## config.mk

```make
export PLATFORM = sky130hd
export DESIGN_NAME = pipeline_latency_scheduler
export DESIGN_NICKNAME = d
export VERILOG_FILES = /design/src/hw/rtl/plsch_pkg.sv /design/src/hw/rtl/pipeline_latency_scheduler.sv /design/src/hw/rtl/plsch_ctrl.sv /design/src/hw/rtl/plsch_dp.sv
export SDC_FILE = /design/constraint.sdc
export NUM_CORES = 2
export LEC_CHECK = 0
export BUFFER_PORTS_ARGS = -buffer_cell sky130_fd_sc_hd__buf_2
export CAP_MARGIN = 20
export CORE_ASPECT_RATIO = 1.2
export CORE_MARGIN = 8
export CORE_UTILIZATION = 40
export CTS_BUF_LIST = sky130_fd_sc_hd__clkbuf_8
export CTS_CLUSTER_DIAMETER = 120
export DETAILED_ROUTE_END_ITERATION = 12
export GPL_ROUTABILITY_DRIVEN = 0
export SLEW_MARGIN = 25
export SYNTH_ARGS = -nofsm -noshare
export SYNTH_HDL_FRONTEND = slang
export SYNTH_SLANG_ARGS = --single-unit
```

## constraint.sdc

```tcl
create_clock -name clk -period 25.1 [get_ports clk]
set_clock_uncertainty 0.1 [all_clocks]
set_input_delay 5.02 -clock clk [delete_from_list [all_inputs] [get_ports clk]]
set_output_delay 5.02 -clock clk [all_outputs]
set_load 0.05 [all_outputs]
```

## src/hw/rtl/plsch_pkg.sv

```systemverilog
// Package: constants, command and status types of the latency scheduler
`timescale 1ns / 1ps

package plsch_pkg;

    localparam int MAX_WIDTH = 20;
    localparam int MAX_TASKS = 10;
    localparam int UNITS     = 5;
    localparam int OCC_DEPTH = 256;

    localparam int MASK_W  = 20;
    localparam int WIDTH_W = 5;
    localparam int CNT_W   = 4;
    localparam int TIME_W  = 8;
    localparam int OCC_AW  = 8;
    localparam int LAT_W   = 5;
    localparam int IDX_W   = 3;

    // Configuration register indexes
    localparam logic [IDX_W-1:0] REG_UNIT0       = 3'd0;
    localparam logic [IDX_W-1:0] REG_UNIT1       = 3'd1;
    localparam logic [IDX_W-1:0] REG_UNIT2       = 3'd2;
    localparam logic [IDX_W-1:0] REG_UNIT3       = 3'd3;
    localparam logic [IDX_W-1:0] REG_UNIT4       = 3'd4;
    localparam logic [IDX_W-1:0] REG_TABLE_WIDTH = 3'd5;

    typedef enum logic [1:0] {
        WALK_FIT,
        WALK_SET,
        WALK_CLR
    } walk_op_t;

    typedef enum logic [1:0] {
        BASE_ZERO,
        BASE_LAT,
        BASE_NC,
        BASE_TOP
    } base_sel_t;

    typedef struct packed {
        logic      load;
        logic      clr_step;
        logic      walk_start;
        walk_op_t  walk_op;
        base_sel_t base_sel;
        logic      lat_step;
        logic      k_init;
        logic      best_upd;
        logic      push;
        logic      idx_inc;
        logic      pop;
        logic      bound_wr;
        logic      out_load;
    } plsch_cmd_t;

    typedef struct packed {
        logic clr_last;
        logic walk_done;
        logic walk_fit;
        logic lat_last;
        logic k_last;
        logic sp_ge_k;
        logic idx_end;
        logic prune;
        logic sp_is_one;
    } plsch_stat_t;

endpackage

```

## src/hw/rtl/pipeline_latency_scheduler.sv

```systemverilog
// Top level: reservation-table latency scheduler
// Per item: the occupancy memory is cleared over all 256 entries, then a column
// walk over the W columns (W = table width) runs for the latency list and for every
// tried placement of the branch-and-bound search; the run time is data dependent.
// One item at a time; the next is taken once the search has finished.
// rst_n asynchronous active low: configuration returns to empty masks, width 1.
`timescale 1ns / 1ps

module pipeline_latency_scheduler (
    input  logic                         clk,
    input  logic                         rst_n,
    input  logic                         s_axis_tvalid,
    output logic                         s_axis_tready,
    input  logic [7:0]                   s_axis_tdata,  // [3:0] task_count, [7:4] zero
    output logic                         m_axis_tvalid,
    input  logic                         m_axis_tready,
    output logic [7:0]                   m_axis_tdata,  // [7:0] min_time
    input  logic                         cfg_valid,
    output logic                         cfg_ready,
    input  logic [plsch_pkg::IDX_W-1:0]  cfg_index,
    input  logic [plsch_pkg::MASK_W-1:0] cfg_data
);
    import plsch_pkg::*;

    plsch_cmd_t  cmd;
    plsch_stat_t stat;

    assign cfg_ready = 1'b1;

    plsch_ctrl u_ctrl (
        .clk       (clk),
        .rst_n     (rst_n),
        .in_valid  (s_axis_tvalid),
        .in_ready  (s_axis_tready),
        .out_valid (m_axis_tvalid),
        .out_ready (m_axis_tready),
        .stat      (stat),
        .cmd       (cmd)
    );

    plsch_dp u_dp (
        .clk        (clk),
        .rst_n      (rst_n),
        .cfg_we     (cfg_valid),
        .cfg_index  (cfg_index),
        .cfg_data   (cfg_data),
        .task_count (s_axis_tdata[CNT_W-1:0]),
        .cmd        (cmd),
        .stat       (stat),
        .min_time   (m_axis_tdata)
    );

endmodule

```

## src/hw/rtl/plsch_ctrl.sv

```systemverilog
// Controller: sequences clearing, latency listing and the branch-and-bound search
`timescale 1ns / 1ps

module plsch_ctrl (
    input  logic                  clk,
    input  logic                  rst_n,
    input  logic                  in_valid,
    output logic                  in_ready,
    output logic                  out_valid,
    input  logic                  out_ready,
    input  plsch_pkg::plsch_stat_t stat,
    output plsch_pkg::plsch_cmd_t  cmd
);
    import plsch_pkg::*;

    typedef enum logic [3:0] {
        S_IDLE,
        S_CLEAR,
        S_SET0,
        S_LAT_ISSUE,
        S_LAT_WAIT,
        S_KINIT,
        S_STEP,
        S_FIT_WAIT,
        S_SET_WAIT,
        S_CLR_WAIT,
        S_BOUND,
        S_DONE
    } state_t;

    state_t state_reg;
    state_t state_next;
    logic   out_valid_reg;

    assign in_ready  = (state_reg == S_IDLE);
    assign out_valid = out_valid_reg;

    // Command decode and next state
    always_comb
    begin
        cmd        = '0;
        state_next = state_reg;
        case (state_reg)
            S_IDLE:
            begin
                if (in_valid)
                begin
                    cmd.load   = 1'b1;
                    state_next = S_CLEAR;
                end
            end
            S_CLEAR:
            begin
                cmd.clr_step = 1'b1;
                if (stat.clr_last)
                begin
                    cmd.walk_start = 1'b1;
                    cmd.walk_op    = WALK_SET;
                    cmd.base_sel   = BASE_ZERO;
                    state_next     = S_SET0;
                end
            end
            S_SET0:
            begin
                if (stat.walk_done)
                    state_next = S_LAT_ISSUE;
            end
            S_LAT_ISSUE:
            begin
                cmd.walk_start = 1'b1;
                cmd.walk_op    = WALK_FIT;
                cmd.base_sel   = BASE_LAT;
                state_next     = S_LAT_WAIT;
            end
            S_LAT_WAIT:
            begin
                if (stat.walk_done)
                begin
                    cmd.lat_step = 1'b1;
                    state_next   = stat.lat_last ? S_KINIT : S_LAT_ISSUE;
                end
            end
            S_KINIT:
            begin
                cmd.k_init = 1'b1;
                state_next = S_STEP;
            end
            S_STEP:
            begin
                if (stat.sp_ge_k || stat.idx_end || stat.prune)
                begin
                    // backtrack: drop the top task, release its cells unless it is the first one
                    cmd.best_upd = stat.sp_ge_k;
                    cmd.pop      = 1'b1;
                    if (stat.sp_is_one)
                        state_next = S_BOUND;
                    else
                    begin
                        cmd.walk_start = 1'b1;
                        cmd.walk_op    = WALK_CLR;
                        cmd.base_sel   = BASE_TOP;
                        state_next     = S_CLR_WAIT;
                    end
                end
                else
                begin
                    cmd.walk_start = 1'b1;
                    cmd.walk_op    = WALK_FIT;
                    cmd.base_sel   = BASE_NC;
                    state_next     = S_FIT_WAIT;
                end
            end
            S_FIT_WAIT:
            begin
                if (stat.walk_done)
                begin
                    if (stat.walk_fit)
                    begin
                        cmd.walk_start = 1'b1;
                        cmd.walk_op    = WALK_SET;
                        cmd.base_sel   = BASE_NC;
                        state_next     = S_SET_WAIT;
                    end
                    else
                    begin
                        cmd.idx_inc = 1'b1;
                        state_next  = S_STEP;
                    end
                end
            end
            S_SET_WAIT:
            begin
                if (stat.walk_done)
                begin
                    cmd.push   = 1'b1;
                    state_next = S_STEP;
                end
            end
            S_CLR_WAIT:
            begin
                if (stat.walk_done)
                begin
                    cmd.idx_inc = 1'b1;
                    state_next  = S_STEP;
                end
            end
            S_BOUND:
            begin
                cmd.bound_wr = 1'b1;
                state_next   = stat.k_last ? S_DONE : S_KINIT;
            end
            S_DONE:
            begin
                if (!out_valid_reg || out_ready)
                begin
                    cmd.out_load = 1'b1;
                    state_next   = S_IDLE;
                end
            end
            default:
            begin
                state_next = S_IDLE;
            end
        endcase
    end

    // State and output valid
    always_ff @(posedge clk or negedge rst_n)
    begin
        if (!rst_n)
        begin
            state_reg     <= S_IDLE;
            out_valid_reg <= 1'b0;
        end
        else
        begin
            state_reg <= state_next;
            if (cmd.out_load)
                out_valid_reg <= 1'b1;
            else if (out_ready)
                out_valid_reg <= 1'b0;
        end
    end

endmodule

```

## src/hw/rtl/plsch_dp.sv

```systemverilog
// Datapath: configuration, occupancy memory, search stacks and bound table
`timescale 1ns / 1ps

module plsch_dp (
    input  logic                          clk,
    input  logic                          rst_n,
    input  logic                          cfg_we,
    input  logic [plsch_pkg::IDX_W-1:0]   cfg_index,
    input  logic [plsch_pkg::MASK_W-1:0]  cfg_data,
    input  logic [plsch_pkg::CNT_W-1:0]   task_count,
    input  plsch_pkg::plsch_cmd_t         cmd,
    output plsch_pkg::plsch_stat_t        stat,
    output logic [plsch_pkg::TIME_W-1:0]  min_time
);
    import plsch_pkg::*;

    // Configuration
    logic [MASK_W-1:0]  mask_reg [UNITS];
    logic [WIDTH_W-1:0] width_reg;

    // Per-request control
    logic [CNT_W-1:0]   n_reg;
    logic [WIDTH_W-1:0] w_reg;
    logic [CNT_W-1:0]   k_reg;
    logic [CNT_W-1:0]   sp_reg;
    logic [TIME_W-1:0]  best_reg;
    logic [OCC_AW-1:0]  clr_addr_reg;
    logic [LAT_W-1:0]   lat_i_reg;
    logic [LAT_W-1:0]   lat_cnt_reg;

    // Storage without reset
    logic [UNITS-1:0]   colu_reg    [MAX_WIDTH];
    logic [LAT_W-1:0]   latlist_reg [MAX_WIDTH+1];
    logic [TIME_W-1:0]  start_reg   [MAX_TASKS];
    logic [LAT_W-1:0]   lidx_reg    [MAX_TASKS+1];
    logic [TIME_W-1:0]  bound_reg   [MAX_TASKS+1];
    logic [TIME_W-1:0]  out_data_reg;

    // Walk unit over the columns of one task
    logic               wk_busy_reg;
    logic               wk_phase_reg;
    logic [WIDTH_W-1:0] wk_c_reg;
    logic [OCC_AW-1:0]  wk_base_reg;
    walk_op_t           wk_op_reg;
    logic               wk_fit_reg;

    logic [UNITS-1:0]   occ_mem [OCC_DEPTH];
    logic [UNITS-1:0]   rd_data_reg;

    logic [CNT_W-1:0]   n_clamp;
    logic [WIDTH_W-1:0] w_clamp;
    logic [OCC_AW-1:0]  wk_addr;
    logic [UNITS-1:0]   col_now;
    logic               hit;
    logic               fit_now;
    logic               walk_done;
    logic               mem_we;
    logic [OCC_AW-1:0]  mem_waddr;
    logic [UNITS-1:0]   mem_wdata;
    logic [LAT_W-1:0]   idx_cur;
    logic [TIME_W-1:0]  top_start;
    logic [TIME_W:0]    nc;
    logic [TIME_W+1:0]  nc_bound;
    logic [OCC_AW-1:0]  base_pick;
    logic [TIME_W:0]    fin;
    logic [WIDTH_W+CNT_W-1:0] best_init;

    // Clamp request and width into range
    always_comb
    begin
        if (task_count == '0)
            n_clamp = CNT_W'(1);
        else if (task_count > CNT_W'(MAX_TASKS))
            n_clamp = CNT_W'(MAX_TASKS);
        else
            n_clamp = task_count;
        if (width_reg == '0)
            w_clamp = WIDTH_W'(1);
        else if (width_reg > WIDTH_W'(MAX_WIDTH))
            w_clamp = WIDTH_W'(MAX_WIDTH);
        else
            w_clamp = width_reg;
    end

    // Walk datapath
    assign wk_addr   = wk_base_reg + OCC_AW'(wk_c_reg);
    assign col_now   = colu_reg[wk_c_reg];
    assign hit       = |(rd_data_reg & col_now);
    assign fit_now   = wk_fit_reg & ~hit;
    assign walk_done = wk_busy_reg & wk_phase_reg & (wk_c_reg == w_reg - WIDTH_W'(1));

    // Memory write port: clearing pass or walk update
    always_comb
    begin
        mem_we    = 1'b0;
        mem_waddr = wk_addr;
        mem_wdata = rd_data_reg | col_now;
        if (cmd.clr_step)
        begin
            mem_we    = 1'b1;
            mem_waddr = clr_addr_reg;
            mem_wdata = '0;
        end
        else if (wk_busy_reg && wk_phase_reg && wk_op_reg != WALK_FIT)
        begin
            mem_we = 1'b1;
            if (wk_op_reg == WALK_CLR)
                mem_wdata = rd_data_reg & ~col_now;
        end
    end

    always_ff @(posedge clk)
    begin
        if (mem_we)
            occ_mem[mem_waddr] <= mem_wdata;
        rd_data_reg <= occ_mem[wk_addr];
    end

    // Search arithmetic
    assign idx_cur   = lidx_reg[sp_reg];
    assign top_start = start_reg[sp_reg - CNT_W'(1)];
    assign nc        = {1'b0, top_start} + (TIME_W+1)'(latlist_reg[idx_cur]);
    assign nc_bound  = {1'b0, nc} + (TIME_W+2)'(bound_reg[k_reg - sp_reg]);
    assign fin       = {1'b0, top_start} + (TIME_W+1)'(w_reg);
    assign best_init = w_reg * k_reg;

    always_comb
    begin
        case (cmd.base_sel)
            BASE_ZERO: base_pick = '0;
            BASE_LAT:  base_pick = OCC_AW'(lat_i_reg);
            BASE_NC:   base_pick = nc[OCC_AW-1:0];
            BASE_TOP:  base_pick = top_start;
            default:   base_pick = '0;
        endcase
    end

    // Status to the controller
    always_comb
    begin
        stat.clr_last  = (clr_addr_reg == OCC_AW'(OCC_DEPTH - 1));
        stat.walk_done = walk_done;
        stat.walk_fit  = fit_now;
        stat.lat_last  = (lat_i_reg == w_reg);
        stat.k_last    = (k_reg == n_reg);
        stat.sp_ge_k   = (sp_reg >= k_reg);
        stat.idx_end   = (idx_cur >= lat_cnt_reg);
        stat.prune     = (nc_bound >= (TIME_W+2)'(best_reg));
        stat.sp_is_one = (sp_reg == CNT_W'(1));
    end

    assign min_time = out_data_reg;

    // Control registers
    always_ff @(posedge clk or negedge rst_n)
    begin
        if (!rst_n)
        begin
            for (int u = 0; u < UNITS; u++)
                mask_reg[u] <= '0;
            width_reg    <= WIDTH_W'(1);
            n_reg        <= CNT_W'(1);
            w_reg        <= WIDTH_W'(1);
            k_reg        <= CNT_W'(1);
            sp_reg       <= '0;
            best_reg     <= '0;
            clr_addr_reg <= '0;
            lat_i_reg    <= '0;
            lat_cnt_reg  <= '0;
            wk_busy_reg  <= 1'b0;
            wk_phase_reg <= 1'b0;
            wk_c_reg     <= '0;
            wk_base_reg  <= '0;
            wk_op_reg    <= WALK_FIT;
            wk_fit_reg   <= 1'b0;
        end
        else
        begin
            // configuration transaction
            if (cfg_we)
            begin
                if (cfg_index < REG_TABLE_WIDTH)
                    mask_reg[cfg_index - REG_UNIT0] <= cfg_data;
                else if (cfg_index == REG_TABLE_WIDTH)
                    width_reg <= cfg_data[WIDTH_W-1:0];
            end

            if (cmd.load)
            begin
                n_reg        <= n_clamp;
                w_reg        <= w_clamp;
                k_reg        <= CNT_W'(1);
                clr_addr_reg <= '0;
                lat_i_reg    <= '0;
                lat_cnt_reg  <= '0;
            end

            if (cmd.clr_step)
                clr_addr_reg <= clr_addr_reg + OCC_AW'(1);

            // walk sequencing: read a column, then test or update it
            if (cmd.walk_start)
            begin
                wk_busy_reg  <= 1'b1;
                wk_phase_reg <= 1'b0;
                wk_c_reg     <= '0;
                wk_base_reg  <= base_pick;
                wk_op_reg    <= cmd.walk_op;
                wk_fit_reg   <= 1'b1;
            end
            else if (wk_busy_reg)
            begin
                if (!wk_phase_reg)
                    wk_phase_reg <= 1'b1;
                else
                begin
                    wk_phase_reg <= 1'b0;
                    wk_fit_reg   <= fit_now;
                    if (walk_done)
                        wk_busy_reg <= 1'b0;
                    else
                        wk_c_reg <= wk_c_reg + WIDTH_W'(1);
                end
            end

            if (cmd.lat_step)
            begin
                lat_i_reg <= lat_i_reg + LAT_W'(1);
                if (fit_now)
                    lat_cnt_reg <= lat_cnt_reg + LAT_W'(1);
            end

            if (cmd.k_init)
            begin
                best_reg <= best_init[TIME_W-1:0];
                sp_reg   <= CNT_W'(1);
            end

            if (cmd.best_upd && fin < (TIME_W+1)'(best_reg))
                best_reg <= fin[TIME_W-1:0];

            if (cmd.push)
                sp_reg <= sp_reg + CNT_W'(1);
            if (cmd.pop)
                sp_reg <= sp_reg - CNT_W'(1);

            if (cmd.bound_wr && !stat.k_last)
                k_reg <= k_reg + CNT_W'(1);
        end
    end

    // Payload storage
    always_ff @(posedge clk)
    begin
        if (cmd.load)
        begin
            for (int c = 0; c < MAX_WIDTH; c++)
                for (int u = 0; u < UNITS; u++)
                    colu_reg[c][u] <= mask_reg[u][c];
            bound_reg[0] <= '0;
        end
        if (cmd.lat_step && fit_now)
            latlist_reg[lat_cnt_reg] <= lat_i_reg;
        if (cmd.k_init)
        begin
            start_reg[0] <= '0;
            lidx_reg[1]  <= '0;
        end
        if (cmd.push)
        begin
            start_reg[sp_reg]            <= nc[TIME_W-1:0];
            lidx_reg[sp_reg + CNT_W'(1)] <= '0;
        end
        if (cmd.idx_inc)
            lidx_reg[sp_reg] <= idx_cur + LAT_W'(1);
        if (cmd.bound_wr)
            bound_reg[k_reg] <= best_reg;
        if (cmd.out_load)
            out_data_reg <= best_reg;
    end

endmodule

```

==> run_results.csv <==
group,metric,value,unit
run_status,status,"finished clean",
global_route,grt_pass1_vias,38997,
cts,tritoncts,"yes",
sta,rsz0062_at_grt,"false",
drt,totalWireLength,172,mm
worst_setup_path,r2r_slack,16.65,ns
power,swShare,20.3,%
drt,viasPerCell,5.45,
sta,clock.fmax,118,MHz
floorplan,core,0.191,sq mm
sta,fin_crit_sh,33.7,%
power,power.switching,1220,uW
global_route,grt_max_degree,257,
floorplan,io_pins,47,
power,clock_power_share,41.7,%
cells_and_area,fin_cells,6912,
worst_hold_path,min_from,"u_dp.mask_reg[73]",
worst_hold_path,holdPathStages,0,
worst_setup_path,worst_ep_arrival_time,9.26,ns
cells_and_area,seqCellArea,0.0559,sq mm
run,max_cap_violations,0,
cells_and_area,largest_register_ffs,1280,
drt,vias,37640,
sta,tightestPinTransition,1.07,ns
place,place_ws,16.60,ns
place,dp_cells,6362,
worst_setup_path,r2r-end,"u_dp.wk_base_reg[4]",
synth,ys_seq_elements,1892,
cts,clock-root-buffer,"clkbuf_8",
worst_setup_path,crit_fanout,42,
floorplan,die_y,497,um
cts,cts-htree-levels,5,
cts,post_cts_resized,0,
cells_and_area,multi_input_area,0.0202,sq mm
power,irDropWorstVdd,0.0575,mV
worst_hold_path,hold_class,"flop to flop",
cts,clock_latency,1.00,ns
worst_setup_path,cp.required,25.91,ns
cts,numCtsBuffers,322,
place,port_buffers,41,
floorplan,chipWidth,416,um
drt,postRouteAntennaNets,0,
cells_and_area,drive_gt1_share,26.7,%
worst_setup_path,critPathKind,"flop to flop",
cells_and_area,area_delta_synth_final,11.8,%
synth,yosysWarnings,0,
cts,cts_setup_buffers,0,
cells_and_area,final_common_cell,"edfxtp_1",
synth,synthesis.instances,3974,
synth,synth_area_leaders,"edfxtp_1 67%, mux4_2 15%, dfrtp_1 5.4%, nor2_1 1.8%, mux2_2 1.7%",
sta,min_period,8.45,ns
synth,synth_edf_count,1716,
drt,drt_pass1_iterations,5,
place,place_area,0.0802,sq mm
power,leakage,0.0271,uW
synth,synth_ff_type,"edfxtp_1",
floorplan,initial_utilization,40.2,%
synth,yosys.area.top_type,"edfxtp_1",
worst_setup_path,timing.rr.start,"u_dp.sp_reg[0]",
global_route,antenna_found_initial,12,
synth,syn_area_per_cell,19.4,sq um
sta,slew_headroom,28.5,%
synth,synth_nets,4093,
place,dp_hpwl,101,mm
power,p_int,4800,uW
sta,finalWorstSetupSlack,16.65,ns
sta,tns,0,ns
sta,finalSetupViolations,0,
synth,yosysTopAreaCellShare,66.9,%
cells_and_area,final_cell_area,0.0861,sq mm
global_route,grt_pass1_wl,256,mm
worst_setup_path,end_kind,"flop",
worst_hold_path,min_to,"u_dp.colu_reg[13][1]",
cells_and_area,fin_nets,4317,
drt,dr_wl_met2,87.5,mm
synth,ys_async_sr_fraction,9.04,%
worst_setup_path,cp-start-kind,"flop",
drt,dr.first_iter.drc_count,3042,
power,p_per_area,70.0,mW/mm^2
worst_setup_path,crit_start,"u_dp.sp_reg[0]",
sta,finalHoldViolations,0,
power,share_seq_of_total_power,57.4,%
global_route,grt_overflow,0,
cts,clk_pin_slew_worst_paths,0.07,ns
drt,wl_per_cell,24.9,um
drt,dr_wl_met3,10.2,mm
drt,met1_length,70.4,mm
cts,cts_hold_buf,0,
drt,top_layer,"met5",
cells_and_area,final_cell_mix,"1716 x edfxtp_1, 506 x mux4_2, 376 x nor2_1",
power,finalPower,6020,uW
cts,cts_buffer_depth,4,
power,power_frac_comb,0.9,%
floorplan,rows,176,
synth,netlist_area,0.0770,sq mm
global_route,grt.total_usage,16.4,%
worst_setup_path,ff2ff_path_depth,24,
cts,clock_sinks,1892,
cells_and_area,fillers,16263,
drt,drcViolationCount,0,
synth,ys_seq_area_share,72.6,%
sta,finalMaxSlewViolations,0,
floorplan,die-area,0.207,sq mm
synth,synth.distinct_cells,78,
==> cells in the mapped netlist (31+ instances only) <==
cell type  number
a21oi_1        60
buf_1          40
clkbuf_1      145
dfrtp_1       167
edfxtp_1     1716
ha_1           72
inv_1          54
mux2_2        114
mux2i_1        62
mux4_2        506
nand2_1       161
nand3_1        31
nor2_1        378
nor3_1         40
o21ai_0        62
xnor2_1        40
==> worst max-delay path by stage <==
stage	to	slack, ns	depth (start not counted)
floorplan	u_dp.occ_mem[0][1]	11.66	9
global placement	u_dp.wk_base_reg[3]	16.66	24
finish	u_dp.wk_base_reg[4]	16.65	24
global route	u_dp.wk_base_reg[3]	16.15	24
CTS	u_dp.wk_base_reg[3]	16.58	24
detailed placement	u_dp.wk_base_reg[3]	16.60	24
==> cell families after synthesis <==
group / after synthesis / share of synthesized area [%]
adders and majority gates: 83 / 1.46
muxes: 689 / 17.5
buffers and inverters: 266 / 1.40
AOI/OAI and AO/OA: 262 / 2.27
DFF: 1892 / 72.6
other: 1 / 0.00487
xor gates and xnor gates: 64 / 0.753
and+or+nand+nor: 717 / 4.02
==> worst max-delay path, stage by stage, from the launching register on <==
cell and delay, ns:
dfrtp_2 0.84, buf_4 0.61, inv_1 0.17, ha_1 0.93, mux4_2 0.35, mux2i_1 0.09, a21oi_1 0.69, ha_1 0.36
a21o_1 0.16, a21oi_1 0.23, xnor2_1 0.30, ha_1 0.38, nand2_1 0.09, o211ai_1 0.10, a21oi_1 0.28, xnor2_1 0.14
ha_1 0.30, nand4_1 0.09, o221ai_1 0.24, a21o_1 0.18, a221oi_1 0.09, a21oi_1 0.48, a21boi_1 0.70, a22o_1 0.31
a221o_1 0.14
==> final cells by class <==
cell class	instances	share of cell area (%)
Timing Repair Buffer	111	1.03
Sequential cell	1892	65.0
Multi-Input combinational cell	1816	23.5
Antenna cell	4	0.0116
Tap cell	2492	3.62
Clock inverter	195	1.12
Clock buffer	347	5.55
Inverter	55	0.243
==> stage by stage <==
| stage | utilization, % | hold WS, ns |
|---|---|---|
| floorplan | - | 0.319 |
| finish | 45.0 | 0.308 |
| global placement | 41.9 | 0.323 |
| CTS | 44.9 | 0.303 |
| detailed placement | 41.9 | 0.327 |
| global route | 45.0 | 0.315 |
==> power groups by stage <==
stage          sequential, uW  combinational (uW)  clock (uW)
2_1_floorplan            3510                37.3           0
3_3_place_gp             3520                53.0           0
3_5_place_dp             3520                54.9           0
4_1_cts                  3460                55.0        2590
5_1_grt                  3460                59.8        2720
6_report                 3460                54.3        2510
==> routing by layer <==
layer / GRT usage [%] / up-vias
li1: - / 16496
met1: 21.2 / 19773
met2: 28.1 / 1092
met3: 3.70 / 273
met4: 4.62 / 6
met5: 0 / -
(Power assumes the default switching activity.)
